===== config.mk =====
export PLATFORM = sky130hd
export DESIGN_NAME = lpra_match
export DESIGN_NICKNAME = d
export VERILOG_FILES = /design/src/hdl/lpra_pkg.sv /design/src/hdl/lpra_match.sv
export SDC_FILE = /design/constraint.sdc
export NUM_CORES = 2
export LEC_CHECK = 0
export CAP_MARGIN = 20
export CORE_MARGIN = 5
export CORE_UTILIZATION = 58
export CTS_CLUSTER_DIAMETER = 80
export CTS_CLUSTER_SIZE = 25
export DETAILED_ROUTE_END_ITERATION = 8
export DONT_BUFFER_PORTS = 1
export PLACE_DENSITY_LB_ADDON = 0.05
export RECOVER_POWER = 50
export SLEW_MARGIN = 20
export SYNTH_ARGS = -nofsm -noshare
export SYNTH_HDL_FRONTEND = slang
export SYNTH_SLANG_ARGS = --single-unit

===== constraint.sdc =====
create_clock -name clk -period 4.4 [get_ports clk]
set_input_delay 0.22 -clock clk [delete_from_list [all_inputs] [get_ports clk]]
set_output_delay 0.22 -clock clk [all_outputs]
set_load 0.01 [all_outputs]

===== src/hdl/lpra_pkg.sv =====
// Package for the lidar projection and box assignment block.
// Item types, field widths, pipeline depths and register codes.
// Used by every module under hdl.
package lpra_pkg;

	localparam int MAX_BOXES = 16;
	localparam int BIW = (MAX_BOXES > 1) ? $clog2(MAX_BOXES) : 1;
	localparam int CNTW = $clog2(MAX_BOXES + 1);
	localparam int NCOEF = 12;

	// projection sums, their magnitudes, quotient bits and remainder width
	localparam int YW = 50;
	localparam int AW = 49;
	localparam int QB = 17;
	localparam int RW = AW + QB + 1;

	// pipeline depths
	localparam int PROJ_LAT = 2;
	localparam int DIV_LAT = QB + 3;
	localparam int PRE_LAT = PROJ_LAT + DIV_LAT;

	localparam int AddrW = 3;
	localparam logic REG_SHRINK = 1'b0;

	typedef enum logic [1:0] {
		KIND_COEF  = 2'd0,
		KIND_BOX   = 2'd1,
		KIND_POINT = 2'd2,
		KIND_CLEAR = 2'd3
	} kind_t;

	typedef struct packed {
		kind_t               kind;
		logic [3:0]          slot;
		logic signed [31:0]  coef_value;
		logic signed [15:0]  box_left;
		logic signed [15:0]  box_top;
		logic [14:0]         box_width;
		logic [14:0]         box_height;
		logic [7:0]          box_label;
		logic signed [15:0]  point_x;
		logic signed [15:0]  point_y;
		logic signed [15:0]  point_z;
	} in_t;

	typedef struct packed {
		logic                matched;
		logic [7:0]          match_label;
		logic [3:0]          match_slot;
		logic [4:0]          enclosing_count;
		logic signed [15:0]  pixel_col;
		logic signed [15:0]  pixel_row;
		logic                depth_zero;
		logic                saturated;
	} out_t;

	// shrunk box, edges half-open: left <= col < right, top <= row < bottom
	typedef struct packed {
		logic signed [16:0]  left;
		logic signed [17:0]  right;
		logic signed [16:0]  top;
		logic signed [17:0]  bottom;
	} box_t;

	typedef struct packed {
		kind_t       kind;
		logic [3:0]  slot;
		box_t        box;
		logic [7:0]  label;
		logic        dz;
	} ctl_t;

	typedef struct packed {
		logic signed [YW-1:0] y0;
		logic signed [YW-1:0] y1;
		logic signed [YW-1:0] y2;
	} yvec_t;

endpackage


===== src/hdl/lpra_match.sv =====
// Box slots and the two-stage containment test and selection.
// Box loads and clears update the slots in pipeline order. Depends on lpra_pkg.
module lpra_match (
	input  logic              clk,
	input  logic              arst_n,
	input  logic              adv,
	input  logic              vin,
	input  lpra_pkg::ctl_t    ctl,
	input  logic signed [15:0] col,
	input  logic signed [15:0] row,
	input  logic              sat,
	output logic              out_valid,
	output lpra_pkg::out_t    out_item
);
	import lpra_pkg::*;

	box_t                 bnd_q [MAX_BOXES];
	logic [7:0]           lab_q [MAX_BOXES];
	logic [MAX_BOXES-1:0] bval_q;

	logic [MAX_BOXES-1:0] hit, hit_a;
	logic                 va;
	logic signed [15:0]   col_a, row_a;
	logic                 dz_a, sat_a;
	logic                 wr_box;

	logic [6:0]           cnt;
	logic [BIW-1:0]       found;
	logic [CNTW-1:0]      pc;

	assign wr_box = adv && vin && ctl.kind == KIND_BOX && 7'(ctl.slot) < 7'(MAX_BOXES);

	always_comb begin
		for (int i = 0; i < MAX_BOXES; i++) begin
			hit[i] = bval_q[i] && !ctl.dz
				&& 18'(col) >= 18'(bnd_q[i].left) && 18'(col) < bnd_q[i].right
				&& 18'(row) >= 18'(bnd_q[i].top) && 18'(row) < bnd_q[i].bottom;
		end
	end

	always_ff @(posedge clk or negedge arst_n) begin
		if (!arst_n) begin
			bval_q <= '0;
		end else if (adv && vin && ctl.kind == KIND_CLEAR) begin
			bval_q <= '0;
		end else if (wr_box) begin
			bval_q[ctl.slot[BIW-1:0]] <= 1'b1;
		end
	end

	always_ff @(posedge clk) begin
		if (wr_box) begin
			bnd_q[ctl.slot[BIW-1:0]] <= ctl.box;
			lab_q[ctl.slot[BIW-1:0]] <= ctl.label;
		end
	end

	always_ff @(posedge clk or negedge arst_n) begin
		if (!arst_n) begin
			va        <= 1'b0;
			out_valid <= 1'b0;
		end else if (adv) begin
			va        <= vin && ctl.kind == KIND_POINT;
			out_valid <= va;
		end
	end

	always_ff @(posedge clk) begin
		if (adv) begin
			hit_a <= hit;
			col_a <= ctl.dz ? '0 : col;
			row_a <= ctl.dz ? '0 : row;
			sat_a <= ctl.dz ? 1'b0 : sat;
			dz_a  <= ctl.dz;
		end
	end

	// last enclosing slot wins; only used when exactly one encloses
	always_comb begin
		pc    = '0;
		found = '0;
		for (int i = 0; i < MAX_BOXES; i++) begin
			pc = pc + CNTW'(hit_a[i]);
			if (hit_a[i]) found = BIW'(i);
		end
		cnt = 7'(pc);
	end

	always_ff @(posedge clk) begin
		if (adv) begin
			out_item.enclosing_count <= (cnt > 7'd31) ? 5'd31 : cnt[4:0];
			out_item.matched         <= cnt == 7'd1;
			out_item.match_label     <= (cnt == 7'd1) ? lab_q[found] : 8'd0;
			out_item.match_slot      <= (cnt == 7'd1) ? 4'(found) : 4'd0;
			out_item.pixel_col       <= col_a;
			out_item.pixel_row       <= row_a;
			out_item.depth_zero      <= dz_a;
			out_item.saturated       <= sat_a;
		end
	end

endmodule

==> flow_summary.toml <==
[run_status]
status = "finished, violations left"
violations = "max-capacitance violations, max-slew violations"

[placed_design]
dpl_worst_slack_ps = -223
place_inst = 7213
gp_congestion = 0.844
dp_hpwl_mm = 114
io_buffers = 0

[grt]
grt_antenna_before_repair = 14
grt_pass1_wl_mm = 275
grt_pass1_vias = 43500
grt_max_degree = 106
grt_overflow = 0
grt_usage_pct = 28.6

[route]
viasPerCell = 5.95
vias = 44800
antenna_left = 0
first_iter_violations = 4019
wirelength_mm = 187
first_pass_iters = 6
routedWlPerCell_um = 24.9
post-route-drc-count = 0

[power]
p_leak_nw = 33.6
power_density_mw_per_mm2 = 319
vdd_drop_max_v = 0.000376
fin_total_pwr_mw = 24.8

[cells_and_area]
final_util_pct = 64.0
layout_common_cells = "1350 x edfxtp_1, 1138 x inv_1, 1092 x ha_1, 257 x a21oi_1, 162 x o21ai_0"
multi_input_area_mm2 = 0.0259
fin_cells = 7525
final.fill_count = 9316
layout-drive-gt1-share_pct = 4.28
layout_commonest_cell = "edfxtp_1"
final-seq-area_mm2 = 0.0410
fin_nets = 7056
area_growth_pct = 9.72

[critical_path]
crit_slowest_cell = "fa_1"
r2r-start = "hit_a[7]"
crit_family = "adder cells"
max_stage_delay_ps = 560
crit_top_cell = "fa_1"
path_max_fanout = 8
critPathRequiredTime_ps = 4970
end_kind = "register"
crit_type = "reg -> reg"
critPathLaunch = "hit_a[7]"
path_cells = "inv_2, fa_1, fa_1, fa_1, fa_1, inv_1, ha_2, fa_2, or3_1, o21ai_2, buf_4, nand4_1, buf_6, a221oi_2, a22o_1"
crit_buf_inv = 4
crit_path_start_kind = "register"
crit_arrival_ps = 4970

[clock_tree]
clk_path_buf_depth = 3
numCtsBuffers = 73
cts_tree = "built"
worstSkewPairLatency_ps = 700
cts.sinks = 1368
clk_pin_slew_ps = 100
htreeDepth = 3
clockRootBuffer = "clkbuf_16"

[die]
die_y_um = 360
initial_core_util_pct = 58.3
die_area_mm2 = 0.130
num_rows = 128
die_w_um = 360
io_pins = 175
fp.coreArea_mm2 = 0.122

[sta]
fin_worst_skew_ps = 38.4
hold_violations = 0
worstMarginPinSlew_ps = 2990
tns_ps = 0
drv_slew = 198
final.setup.worst_slack_ps = 4.86
max_freq_mhz = 228
rsz0062_at_grt = "true"
fin_crit_sh_pct = 99.9
setup_viol = 0
slew_headroom_pct = -99.3
finalCriticalPeriod_ps = 4400

[synth]
synth.distinct_cells = 80
synth_edf_count = 1350
mappedNetlistArea_mm2 = 0.0710
ys.warnings.count = 0
synth_seq_area_share_pct = 57.7
synth_top_cell_area_share_pct = 57.1
postSynthAreaPerCell_um2 = 12.8
async_reset_ff_share_pct = 1.32
syn_nets = 6772
yosys-top-cells-area = "edfxtp_1 57%, ha_1 19%, inv_1 6.0%"
yosysTopAreaCell = "edfxtp_1"
synth-seq-cells = 1368
synth_cells = 5547
ys.flop_type = "edfxtp_1"

[flow_run]
max_cap_violations = 5

[worst_hold_path]
hp-class = "in -> reg"
hold_start = "ctl[80]"
-- flip-flops by register name, summed over array words and instances, names as in the netlist --
signal	count
dz_a	1
bnd_q	1120
va	1
col_a	16
hit_a	16
lab_q	128
bval_q	16
sat_a	1
row_a	16
out_item	52
out_valid	1
-- final cells by class --
cell class	instances	share of cell area, %
antenna	11	0.0353
clock buffer	101	2.65
clock inverter	32	0.501
inverter	1142	5.50
multi-input combinational	3011	33.2
sequential	1368	52.6
tap	1625	2.61
timing repair buffer	235	2.89
-- metrics by stage --
step           area [um^2]  hold WS (ps)
2_1_floorplan        71000         -75.6
3_3_place_gp         73700         -74.4
3_5_place_dp         73700         -74.3
4_1_cts              78000          1.55
5_1_grt              77900          31.2
6_report             77900          41.9
-- worst paths after layout --
path | to | slack (ps) | depth (start not counted)
worst max-delay path | out_item[46] | 5 | 15
worst min-delay path | lab_q[4][5] | 40 | 2
worst max register to register | out_item[46] | 5 | 15
worst min register to register | out_item[14] | 430 | 0
max in group asynchronous | bval_q[8] | 2700 | 2
min in group asynchronous | va | 630 | 2
-- repair_timing --
action | CTS | global route
buffers inserted | 8 | 3
hold endpoints to repair | 1455 | 0
resized for setup | 15 | 14
pin swaps | 11 | 12
hold buffers | 156 | 0
endpoints found under the setup margin | 8 | 12
-- cells by family (layout without fill, tap and decap cells) --
family | Yosys count | in the layout | share of synthesized area, %
DFF | 1368 | 1368 | 57.7
xor gates and xnor gates | 2 | 2 | 0.0247
other | 0 | 11 | 0
buffers and inverters | 1168 | 1510 | 6.21
AOI/OAI and AO/OA | 979 | 979 | 9.17
adders and majority gates | 1103 | 1103 | 19.5
muxes | 59 | 59 | 0.844
and+or+nand+nor | 868 | 868 | 6.49
-- per-layer routing --
layer	up-vias	track usage, %	part of all wire (%)
met5	-	0	0.016
met4	4	7.75	2.8
met3	255	3.52	6.7
met2	1378	46.4	46
met1	22400	41.3	44
li1	20800	-	-
-- Yosys cell counts, types with 52 or more instances --
cell type / number
a21oi_1: 257
nand3_1: 133
nand4_1: 121
mux2i_1: 55
nor2_1: 158
ha_1: 1093
edfxtp_1: 1350
nor2b_1: 105
inv_1: 1141
o21ai_0: 162
a21o_1: 144
o21a_1: 62
nand2b_1: 66
nand2_1: 139
a211oi_1: 52
-- worst register-to-register path, stage by stage, from the launching register on --
cell	delay [ps]
edfxtp_1	380
inv_2	60
fa_1	560
fa_1	440
fa_1	480
fa_1	490
inv_1	40
ha_2	180
fa_2	360
or3_1	330
o21ai_2	80
buf_4	120
nand4_1	170
buf_6	210
a221oi_2	200
a22o_1	170
-- power by group --
part           switching (mW)  total [mW]  internal (mW)  leakage (nW)
Sequential              0.119        14.6           14.5          12.5
Combinational            1.30        2.18          0.878          19.9
Clock                    4.44        8.06           3.62          1.19
Total                    5.86        24.8           19.0          33.6
(Power assumes the default switching activity.)
